==> src/mexp_pkg.sv <==
// Shared definitions for the modular exponentiation block.
// Holds the default data width, the product operation codes and the
// command/status structs between controller and datapath. No dependencies.
package mexp_pkg;

	localparam int DATA_WIDTH_DEF = 64;

	localparam logic [1:0] OP_REDUCE = 2'd0;
	localparam logic [1:0] OP_MUL    = 2'd1;
	localparam logic [1:0] OP_SQR    = 2'd2;

	typedef struct packed {
		logic       load;
		logic       start;
		logic [1:0] op;
		logic       step;
		logic       write;
		logic       shift;
		logic       finish;
	} mexp_cmd_t;

	typedef struct packed {
		logic mod_zero;
		logic expo_zero;
		logic expo_bit0;
		logic expo_rest_zero;
		logic py_zero;
	} mexp_status_t;

endpackage

==> src/mexp_in_if.sv <==
// Input channel: base, exponent and modulus with valid/ready.
// Depends on mexp_pkg for the default width.
interface mexp_in_if import mexp_pkg::*; #(
	parameter int W = DATA_WIDTH_DEF
);
	logic         valid;
	logic         ready;
	logic [W-1:0] base_value;
	logic [W-1:0] exponent_value;
	logic [W-1:0] modulus_value;

	modport source (output valid, output base_value, output exponent_value,
		output modulus_value, input ready);
	modport sink (input valid, input base_value, input exponent_value,
		input modulus_value, output ready);
endinterface

==> src/mexp_out_if.sv <==
// Output channel: power result and bad-modulus flag with valid/ready.
// Depends on mexp_pkg for the default width.
interface mexp_out_if import mexp_pkg::*; #(
	parameter int W = DATA_WIDTH_DEF
);
	logic         valid;
	logic         ready;
	logic [W-1:0] power_result;
	logic         bad_modulus;

	modport source (output valid, output power_result, output bad_modulus, input ready);
	modport sink (input valid, input power_result, input bad_modulus, output ready);
endinterface

==> src/mexp_datapath.sv <==
// Datapath: operand registers, bit-serial shift-and-add modular product
// engine and result registers. Depends on mexp_pkg.
module mexp_datapath import mexp_pkg::*; #(
	parameter int W = DATA_WIDTH_DEF
) (
	input  logic         clk,
	input  logic [W-1:0] base_in,
	input  logic [W-1:0] expo_in,
	input  logic [W-1:0] mod_in,
	input  mexp_cmd_t    cmd,
	output mexp_status_t status,
	output logic [W-1:0] power_result,
	output logic         bad_modulus
);

	logic [W-1:0] base_q, expo_q, mod_q, acc_q;
	logic [W-1:0] pacc_q, pdbl_q, py_q;
	logic [W-1:0] res_q;
	logic         bad_q;

	logic [W:0]   mod_x, sum_a, sum_d;
	logic [W-1:0] red_a, red_d, one, start_dbl;
	logic         mod_one;

	assign one     = {{(W-1){1'b0}}, 1'b1};
	assign mod_one = (mod_q == one);
	assign mod_x   = {1'b0, mod_q};

	always_comb begin
		sum_a = {1'b0, pacc_q} + {1'b0, pdbl_q};
		sum_d = {pdbl_q, 1'b0};
		red_a = (sum_a >= mod_x) ? W'(sum_a - mod_x) : sum_a[W-1:0];
		red_d = (sum_d >= mod_x) ? W'(sum_d - mod_x) : sum_d[W-1:0];
	end

	always_comb begin
		unique case (cmd.op)
			OP_REDUCE: start_dbl = mod_one ? '0 : one;
			OP_MUL:    start_dbl = mod_one ? '0 : acc_q;
			default:   start_dbl = base_q;
		endcase
	end

	always_ff @(posedge clk) begin
		if (cmd.load) begin
			base_q <= base_in;
			expo_q <= expo_in;
			mod_q  <= mod_in;
			acc_q  <= one;
		end else begin
			if (cmd.write) begin
				if (cmd.op == OP_MUL) begin
					acc_q <= pacc_q;
				end else begin
					base_q <= pacc_q;
				end
			end
			if (cmd.shift) begin
				expo_q <= expo_q >> 1;
			end
		end

		if (cmd.start) begin
			pacc_q <= '0;
			pdbl_q <= start_dbl;
			py_q   <= base_q;
		end else if (cmd.step) begin
			if (py_q[0]) begin
				pacc_q <= red_a;
			end
			pdbl_q <= red_d;
			py_q   <= py_q >> 1;
		end

		if (cmd.finish) begin
			res_q <= status.mod_zero ? '0 : acc_q;
			bad_q <= status.mod_zero;
		end
	end

	assign status.mod_zero       = (mod_q == '0);
	assign status.expo_zero      = (expo_q == '0);
	assign status.expo_bit0      = expo_q[0];
	assign status.expo_rest_zero = (expo_q[W-1:1] == '0);
	assign status.py_zero        = (py_q == '0);

	assign power_result = res_q;
	assign bad_modulus  = bad_q;

endmodule

==> src/mexp_ctrl.sv <==
// Controller: sequences base reduction, multiplies and squarings over the
// exponent bits, and owns both handshakes. Depends on mexp_pkg.
module mexp_ctrl import mexp_pkg::*; (
	input  logic         clk,
	input  logic         arst_n,
	input  logic         in_valid,
	output logic         in_ready,
	output logic         out_valid,
	input  logic         out_ready,
	input  mexp_status_t status,
	output mexp_cmd_t    cmd
);

	localparam logic [2:0] S_IDLE  = 3'd0;
	localparam logic [2:0] S_START = 3'd1;
	localparam logic [2:0] S_RUN   = 3'd2;
	localparam logic [2:0] S_NEXT  = 3'd3;
	localparam logic [2:0] S_FIN   = 3'd4;

	logic [2:0] state_q, state_d;
	logic [1:0] op_q, op_d;
	logic       out_valid_q;

	always_comb begin
		cmd      = '0;
		state_d  = state_q;
		op_d     = op_q;
		in_ready = (state_q == S_IDLE);
		unique case (state_q)
			S_IDLE: begin
				if (in_valid) begin
					cmd.load = 1'b1;
					state_d  = S_START;
				end
			end
			S_START: begin
				if (status.mod_zero) begin
					state_d = S_FIN;
				end else begin
					cmd.start = 1'b1;
					cmd.op    = OP_REDUCE;
					op_d      = OP_REDUCE;
					state_d   = S_RUN;
				end
			end
			S_RUN: begin
				if (status.py_zero) begin
					cmd.write = 1'b1;
					cmd.op    = op_q;
					cmd.shift = (op_q == OP_SQR);
					state_d   = S_NEXT;
				end else begin
					cmd.step = 1'b1;
				end
			end
			S_NEXT: begin
				priority if (op_q == OP_MUL && status.expo_rest_zero) begin
					state_d = S_FIN;
				end else if (op_q == OP_MUL) begin
					cmd.start = 1'b1;
					cmd.op    = OP_SQR;
					op_d      = OP_SQR;
					state_d   = S_RUN;
				end else if (status.expo_zero) begin
					state_d = S_FIN;
				end else begin
					cmd.start = 1'b1;
					cmd.op    = status.expo_bit0 ? OP_MUL : OP_SQR;
					op_d      = status.expo_bit0 ? OP_MUL : OP_SQR;
					state_d   = S_RUN;
				end
			end
			S_FIN: begin
				if (!out_valid_q || out_ready) begin
					cmd.finish = 1'b1;
					state_d    = S_IDLE;
				end
			end
			default: state_d = S_IDLE;
		endcase
	end

	always_ff @(posedge clk or negedge arst_n) begin
		if (!arst_n) begin
			state_q     <= S_IDLE;
			op_q        <= OP_REDUCE;
			out_valid_q <= 1'b0;
		end else begin
			state_q <= state_d;
			op_q    <= op_d;
			if (cmd.finish) begin
				out_valid_q <= 1'b1;
			end else if (out_ready) begin
				out_valid_q <= 1'b0;
			end
		end
	end

	assign out_valid = out_valid_q;

endmodule

==> src/modular_exponentiation.sv <==
// Modular exponentiation: power_result = base_value ^ exponent_value mod modulus_value.
// in_ch carries base, exponent and modulus; a transfer happens when valid and
// ready are high at a rising edge of clk. out_ch carries power_result and
// bad_modulus under the same rule.
// One item is worked on at a time; in_ch.ready is high only while idle.
// The base is first reduced by the modulus, then the exponent is scanned
// from its LSB: a modular multiply for each set bit, a squaring between bits.
// Each modular product runs on a bit-serial shift-and-add engine, one add
// step per cycle.
// The next input transfer can follow in the cycle after the result is registered.
// A zero modulus finishes with result 0 and bad_modulus set; a zero exponent
// gives 1 unreduced.
// The result sits in an output register: a stalled receiver keeps the controller
// in its finish state, the next result held in the datapath, until the previous
// transfer completes, while a new item may already be accepted once the block is idle.
// arst_n clears the controller and drops out_ch.valid; no item is in flight.
// Depends on mexp_pkg, mexp_in_if, mexp_out_if, mexp_ctrl, mexp_datapath.
module modular_exponentiation import mexp_pkg::*; #(
	parameter int DATA_WIDTH = DATA_WIDTH_DEF
) (
	input logic       clk,
	input logic       arst_n,
	mexp_in_if.sink   in_ch,
	mexp_out_if.source out_ch
);

	mexp_cmd_t    cmd;
	mexp_status_t status;

	mexp_ctrl u_ctrl (
		.clk       (clk),
		.arst_n    (arst_n),
		.in_valid  (in_ch.valid),
		.in_ready  (in_ch.ready),
		.out_valid (out_ch.valid),
		.out_ready (out_ch.ready),
		.status    (status),
		.cmd       (cmd)
	);

	mexp_datapath #(
		.W (DATA_WIDTH)
	) u_datapath (
		.clk          (clk),
		.base_in      (in_ch.base_value),
		.expo_in      (in_ch.exponent_value),
		.mod_in       (in_ch.modulus_value),
		.cmd          (cmd),
		.status       (status),
		.power_result (out_ch.power_result),
		.bad_modulus  (out_ch.bad_modulus)
	);

`ifndef SYNTH
	a_busy_after_accept: assert property (@(posedge clk) disable iff (!arst_n)
		(in_ch.valid && in_ch.ready) |=> !in_ch.ready)
		else $error("input accepted while an item is in progress");

	a_bad_mod_zero: assert property (@(posedge clk) disable iff (!arst_n)
		(out_ch.valid && out_ch.bad_modulus) |-> (out_ch.power_result == '0))
		else $error("bad modulus with nonzero result");

	a_cmd_exclusive: assert property (@(posedge clk) disable iff (!arst_n)
		$onehot0({cmd.load, cmd.start, cmd.step, cmd.write, cmd.finish}))
		else $error("conflicting datapath commands");
`endif

endmodule

==> src/flat_wrapper.sv <==
// flat-port wrapper written by rule: the top's interface ports become plain ports
module modular_exponentiation_flat import mexp_pkg::*;
#(
	parameter int DATA_WIDTH = DATA_WIDTH_DEF
)
  (clk, arst_n, in_ch_valid, in_ch_base_value, in_ch_exponent_value, in_ch_modulus_value, in_ch_ready, out_ch_valid, out_ch_power_result, out_ch_bad_modulus, out_ch_ready);
  mexp_in_if in_ch_i ();
  mexp_out_if out_ch_i ();
  input logic clk;
  input logic arst_n;
  input wire logic [$bits(in_ch_i.valid)-1:0] in_ch_valid;
  input wire logic [$bits(in_ch_i.base_value)-1:0] in_ch_base_value;
  input wire logic [$bits(in_ch_i.exponent_value)-1:0] in_ch_exponent_value;
  input wire logic [$bits(in_ch_i.modulus_value)-1:0] in_ch_modulus_value;
  output wire logic [$bits(in_ch_i.ready)-1:0] in_ch_ready;
  output wire logic [$bits(out_ch_i.valid)-1:0] out_ch_valid;
  output wire logic [$bits(out_ch_i.power_result)-1:0] out_ch_power_result;
  output wire logic [$bits(out_ch_i.bad_modulus)-1:0] out_ch_bad_modulus;
  input wire logic [$bits(out_ch_i.ready)-1:0] out_ch_ready;
  assign in_ch_i.valid = in_ch_valid;
  assign in_ch_i.base_value = in_ch_base_value;
  assign in_ch_i.exponent_value = in_ch_exponent_value;
  assign in_ch_i.modulus_value = in_ch_modulus_value;
  assign in_ch_ready = in_ch_i.ready;
  assign out_ch_valid = out_ch_i.valid;
  assign out_ch_power_result = out_ch_i.power_result;
  assign out_ch_bad_modulus = out_ch_i.bad_modulus;
  assign out_ch_i.ready = out_ch_ready;
  modular_exponentiation #(.DATA_WIDTH(DATA_WIDTH)) u_core (.clk(clk), .arst_n(arst_n), .in_ch(in_ch_i), .out_ch(out_ch_i));
endmodule
==> config.mk <==
export PLATFORM = sky130hd
export DESIGN_NAME = modular_exponentiation_flat
export DESIGN_NICKNAME = d
export VERILOG_FILES = /design/src/mexp_pkg.sv /design/src/mexp_in_if.sv /design/src/mexp_out_if.sv /design/src/mexp_datapath.sv /design/src/mexp_ctrl.sv /design/src/modular_exponentiation.sv /design/src/flat_wrapper.sv
export SDC_FILE = /design/constraint.sdc
export NUM_CORES = 1
export LEC_CHECK = 0
export BUFFER_PORTS_ARGS = -buffer_cell sky130_fd_sc_hd__buf_2
export CAP_MARGIN = 0
export CORE_AREA = 2 2 261 263
export DETAILED_ROUTE_END_ITERATION = 8
export DIE_AREA = 0 0 263 265
export GPL_TIMING_DRIVEN = 0
export PLACE_DENSITY = 0.74
export SYNTH_ARGS = -nofsm -noshare
export SYNTH_HDL_FRONTEND = slang
export SYNTH_SLANG_ARGS = --single-unit
==> constraint.sdc <==
create_clock -name clk -period 18.49 [get_ports clk]
set_input_delay 0 -clock clk [delete_from_list [all_inputs] [get_ports clk]]
set_output_delay 0 -clock clk [all_outputs]
set_load 0.01 [all_outputs]
# --- Word level (Yosys, flattened, before mapping) ---
# Index checks and enable logic that the tools add are counted.
# Widths: inputs -> output; s select.
totals:
  register_bits: 519
  input_bits: 196
  output_inout_bits: 67
  wordCells: 95
op_classes:
  addsub: 3
  order_cmp: 2
  eq_ne: 15
  muxes: 44
  n_reduce_logical: 19
ops:
  columns: ["op", "count"]
  rows:
  - ["$mux 64", 12]
  - ["$logic_not 64->1", 3]
  - ["$ge 65x64->1", 2]
  - ["$pmux 64 s2", 1]
  - ["$sub 64x64->64", 2]
  - ["$add 64x64->65", 1]
  - ["$eq 64x1->1 const B", 1]
  - ["$logic_not 63->1", 1]
  - ["$mux 3", 12]
  - ["$pmux 3 s5", 1]
  - ["$mux 2", 7]
  - ["$reduce_bool 2->1", 5]
  - ["$mux 1", 8]
  - ["$ne 2x2->1 const B", 4]
  - ["$eq 3x2->1 const B", 2]
  - ["$pmux 2 s3", 1]
  - ["$reduce_and 2->1", 3]
  - ["$eq 2x1->1 const B", 2]
  - ["$ne 2x1->1 const B", 2]
  - ["$pmux 2 s2", 1]
  - ["$reduce_and 4->1", 1]
  - ["$eq 3x1->1 const B", 1]
  - ["$eq 3x3->1 const B", 1]
  - ["$logic_not 3->1", 1]
  - ["other kinds (8)", 8]

# --- Depth between registers and ports, before layout ---
depth:
  depth_word: 9
  ltp_mapped: 27
  ltp_nobuf: 25

# --- Modules after synthesis ---
# A second synthesis with hierarchy kept.
unflattened:
  cells_unflattened: 3411
  hier_area_um2: 33333.2
modules_own_cells:
  columns: ["module", "instances", "cells_per_inst", "area_each_um2", "seq_area_each_um2"]
  rows:
  - ["mexp_datapath", 1, 3371, 32969.1, 14123.5]
  - ["mexp_ctrl", 1, 40, 364.1, 150.1]

# --- Worst setup path after synthesis ---
# OpenSTA, ideal clock, no wires.
synth_timing:
  kind: "register to register"
  startpoint: "register u_core.u_ctrl.state_q[2]"
  endpoint: "register u_core.u_datapath.pdbl_q[0] (enable)"
  setup_time_ns: 0.792
  arrival_time_ns: 9.562
  required_ns: 17.698
  path_slack_ns: 8.136
  stages_incl_launch_ff: 4
  n_path_buf: 0
  synth_period_minus_slack_ns: 10.354
  cell_sequence: "dfrtp_1 -> nor2_1 -> nand2_1 -> o21ai_0"
synth_via:
  elab_chain_cells: 3
  word_cells_on_any_way: 6
  classes_between: "eq/ne (3); mux (2); reduce/logical (1)"
synth_lines:
  columns: ["item", "line", "text"]
  rows:
  - ["start, declared", "mexp_ctrl.sv:20", "logic [2:0] state_q, state_d;"]
  - ["start signal, assigned", "mexp_ctrl.sv:89", "state_q <= state_d;"]
  - ["$eq 3x2->1 or $eq 3x1->1 (tied branches)", "mexp_ctrl.sv:29", "unique case (state_q)"]
  - ["$pmux 1 s2 or $mux 3 (tied branches)", "mexp_ctrl.sv:29", null]
  - ["$reduce_bool 2->1 (no source line) *", null, null]
  - ["end signal, assigned", "mexp_datapath.sv:65", "pdbl_q <= start_dbl;"]
  - ["end signal, assigned", "mexp_datapath.sv:71", "pdbl_q <= red_d;"]
  - ["end, declared", "mexp_datapath.sv:17", "logic [W-1:0] pacc_q, pdbl_q, py_q;"]
# Mark *: on every way between the ends. The rest lies on a longest branch, timed or not.
# A chain may end at the register's enable or synchronous reset.

# --- Final worst setup path ---
layout_timing:
  startpoint: "register u_core.u_datapath.pacc_q[0]"
  endpoint: "register u_core.u_datapath.pacc_q[32]"
layout_via:
  elab_chain_cells: 3
  word_cells_on_any_way: 4
  classes_between: "add/sub (2); order compare (1); mux (1)"
layout_lines:
  columns: ["item", "line", "text"]
  rows:
  - ["start, declared", "mexp_datapath.sv:17", null]
  - ["start signal, assigned", "mexp_datapath.sv:69", "pacc_q <= red_a;"]
  - ["$add 64x64->65 *", "mexp_datapath.sv:30", "sum_a = {1'b0, pacc_q} + {1'b0, pdbl_q};"]
  - ["$sub 64x64->64 or $ge 65x64->1 (tied branches)", "mexp_datapath.sv:32", "red_a = (sum_a >= mod_x) ? W'(sum_a - mod_x) : sum_a[W-1:0];"]
  - ["$mux 64 *", "mexp_datapath.sv:32", null]
# Marks and branches as above.

==> qor.yml <==
sta:
  finalCritPeriodShare_pct: 41.56
  fmaxAchievable_mhz: 130.1
  slew-limit-headroom_pct: 14.57
  setup_tns_ns: 0
  worst_clock_skew_ns: 0.03533
  tightest_slew_ns: 1.281
  layout_min_cycle_time_ns: 7.684
  rsz0062_at_grt: "no"
  hold_viol: 0
  setup_violations: 0
  drv_slew: 0
routing:
  highest_layer: "met5"
  post_drt_via_cell_ratio: 6.134
  wl_met3_um: 11160
  drcViolationCount: 0
  ant_nets: 0
  vias: 32030
  avgRoutedWirePerCell_um: 23.51
  drt-met1-wl_um: 46210
  drt_first_pass_iters: 9
  drtIter0Drc: 3932
  wl_um: 122800
  met2_length_um: 55710
yosys:
  postSynth.asyncResetShare_pct: 1.156
  synth-edff-count: 385
  syn_inst: 3769
  ys_seq_elements: 519
  yosysTopAreaCellShare_pct: 34.90
  seq_area_frac_synth_pct: 43.09
  yosys_warnings: 0
  ys.flop_type: "edfxtp_1"
  avgSynthCellArea_sq_um: 8.789
  synth_top_area_cell: "edfxtp_1"
  synth_area_leaders: "edfxtp_1 (35%), nand2_1 (10%), dfxtp_1 (7.7%), ha_1 (7.3%), a21oi_1 (5.1%)"
  syn_area_sq_mm: 0.03313
  synthesis.nets: 4160
  synth_cell_types: 87
setup_path:
  cp_max_fo: 10
  timing.rr.end: "u_core.u_datapath.pacc_q[32]"
  reg2reg_depth: 25
  worst_setup_path_end_kind: "flop"
  required_ns: 18.97
  r2r_setup_slack_ns: 10.81
  crit_type: "flop to flop"
  r2r_start: "u_core.u_datapath.pacc_q[0]"
  worstPathArrival_ns: 8.16
  worstSetupStartpointType: "flop"
final_layout:
  utilization_pct: 59.58
  syn_to_final_growth_pct: 20.15
  nFillCells: 5754
  final_nets: 4689
  drive_gt1_share_pct: 9.915
  finalInstanceArea_sq_mm: 0.03980
status:
  outcome: "finished clean"
cts:
  cts.path.max_buffers: 3
  cts_resized: 0
  clock_latency_ns: 0.65
  cts_buffers: 57
  cts_tree: "done"
  numClockSinks: 519
  cts_root_buffer: "clkbuf_16"
  htree_num_levels: 2
  hold_buffers: 196
  clkSlewWorstSetupHoldPaths_ns: 0.07
  post_cts_buffers: 0
floorplanning:
  die_h_um: 265
  rows: 95
  die_area_sq_mm: 0.06970
  initial_core_util_pct: 49.59
  ios: 263
  core_sq_mm: 0.06680
  die_x_um: 263
global_routing:
  grt-ovfl-total: 0
  grt_first_pass_wirelength_um: 181000
  grt_pass1_vias: 30360
  grt_use_total_pct: 34.17
  antenna_found_initial: 3
  grt_start_max_net_pins: 49
place:
  placed_area_sq_mm: 0.03584
  hpwl_um: 94400
  io_buffers: 262
  gp_congestion: 0.9760
hold_path:
  holdPathEnd: "u_core.u_datapath.mod_q[40]"
  min_path_type: "primary input to flop"
  hold_depth: 2
  hold_start: "in_ch_modulus_value[40]"
flow_run:
  max-cap-violations: 0
==> worst max path at each step <==
stage	end	slack, ns	start
floorplan	u_core.u_datapath.pdbl_q[0]	8.14	u_core.u_ctrl.state_q[2]
global placement	u_core.u_datapath.pdbl_q[4]	3.96	u_core.u_datapath.py_q[0]
detailed placement	u_core.u_datapath.pacc_q[32]	11.18	u_core.u_datapath.pacc_q[0]
CTS	u_core.u_datapath.pacc_q[32]	11.15	u_core.u_datapath.pacc_q[0]
global route	u_core.u_datapath.pacc_q[32]	10.62	u_core.u_datapath.pacc_q[0]
finish	u_core.u_datapath.pacc_q[32]	10.81	u_core.u_datapath.pacc_q[0]
==> final cells by class <==
type | instances | area (sq um) | area share, %
Sequential cell | 519 | 14270 | 35.86
Timing Repair Buffer | 470 | 3533 | 8.878
Antenna cell | 2 | 5.005 | 0.01257
Buffer | 201 | 817.0 | 2.053
Multi-Input combinational cell | 2926 | 17620 | 44.27
Clock inverter | 28 | 357.8 | 0.8991
Inverter | 123 | 461.7 | 1.160
Clock buffer | 80 | 1639 | 4.118
Tap cell | 873 | 1092 | 2.744
==> registers in the layout, indices dropped and copies added, names as in the netlist <==
name                            cells
u_core.u_ctrl.op_q                  2
u_core.u_ctrl.out_valid             1
u_core.u_ctrl.state_q               3
u_core.u_datapath.acc_q            64
u_core.u_datapath.bad_modulus       1
u_core.u_datapath.base_q           64
u_core.u_datapath.expo_q           64
u_core.u_datapath.mod_q            64
u_core.u_datapath.pacc_q           64
u_core.u_datapath.pdbl_q           64
u_core.u_datapath.power_result     64
u_core.u_datapath.py_q             64
==> synth_stat cells (all sizes together), types with 65 or more instances <==
library cell / n
xnor2: 101
o21ai: 234
edfxtp: 385
and2: 77
nand4: 65
inv: 123
nor2: 158
xor2: 71
a21oi: 341
ha: 192
nand2: 910
dfxtp: 128
clkbuf: 171
a21o: 131
nor4: 65
==> critical path: stages, from the launching register on <==
cell and delay, ns:
dfxtp_1 0.48, ha_1 0.35, fa_1 0.44, a211oi_1 0.34
o211ai_2 0.17, a31oi_1 0.15, o21ai_0 0.28, a221oi_1 0.52
o21ai_0 0.26, a21oi_1 0.41, o21ai_0 0.17, xnor2_1 0.37
ha_1 0.18, clkbuf_1 0.27, nand2_1 0.14, or3_1 0.45
nor4_1 0.86, a31oi_1 0.29, o221ai_1 0.15, a41oi_1 0.10
o21ai_1 0.17, buf_4 0.25, buf_4 0.29, o21ai_0 0.17
o211ai_1 0.18, a21oi_1 0.10
==> placed cells by master (no fill, tap or decap), types with 18 or more instances in the layout <==
cell type,netlist,final
nand2_1,909,909
edfxtp_1,385,385
a21oi_1,340,340
buf_2,14,276
o21ai_0,220,218
dlygate4sd3_1,0,196
ha_1,192,192
clkbuf_1,171,182
nor2_1,156,155
a21o_1,130,130
dfxtp_1,128,128
inv_1,123,123
xnor2_1,101,101
and2_1,77,77
xor2_1,71,71
nand4_1,65,65
nor4_1,65,65
clkbuf_16,0,59
mux2i_1,58,58
nand3_1,50,50
a22oi_1,45,45
a211oi_1,43,43
o21bai_1,42,42
nor3_1,35,35
a31oi_1,24,24
o21a_1,23,23
o211ai_1,23,23
nand2b_1,22,22
and3_1,20,20
nor2b_1,18,18
==> cell families after synthesis <==
kind of cell	share of synthesized area, %
AOI/OAI and AO/OA	19.82
DFF	43.09
muxes	1.787
buffers and inverters	3.849
adders and majority gates	7.433
and+or+nand+nor	19.47
xor gates and xnor gates	4.548
==> through the flow <==
| stage | std cells | setup WS (ns) | hold slack [ns] |
|---|---|---|---|
| 2_1_floorplan | 3769 | 8.136 | -0.2956 |
| 4_1_cts | 5220 | 11.15 | 0.04341 |
| 3_3_place_gp | 4904 | 3.965 | -0.1626 |
| 5_1_grt | 5220 | 10.62 | 0.05518 |
| 3_5_place_dp | 4916 | 11.18 | -0.1506 |
| 6_report | 5222 | 10.81 | 0.06430 |
==> per-layer routing <==
metal	track usage, %	vias up
met5	0	-
li1	-	14680
met2	55.42	1886
met1	42.33	15000
met4	22.75	2
met3	5.388	467
Power is left out: the tool's default activity adds up to more than one toggle a clock period on the data nets, which glitch-free logic cannot reach.
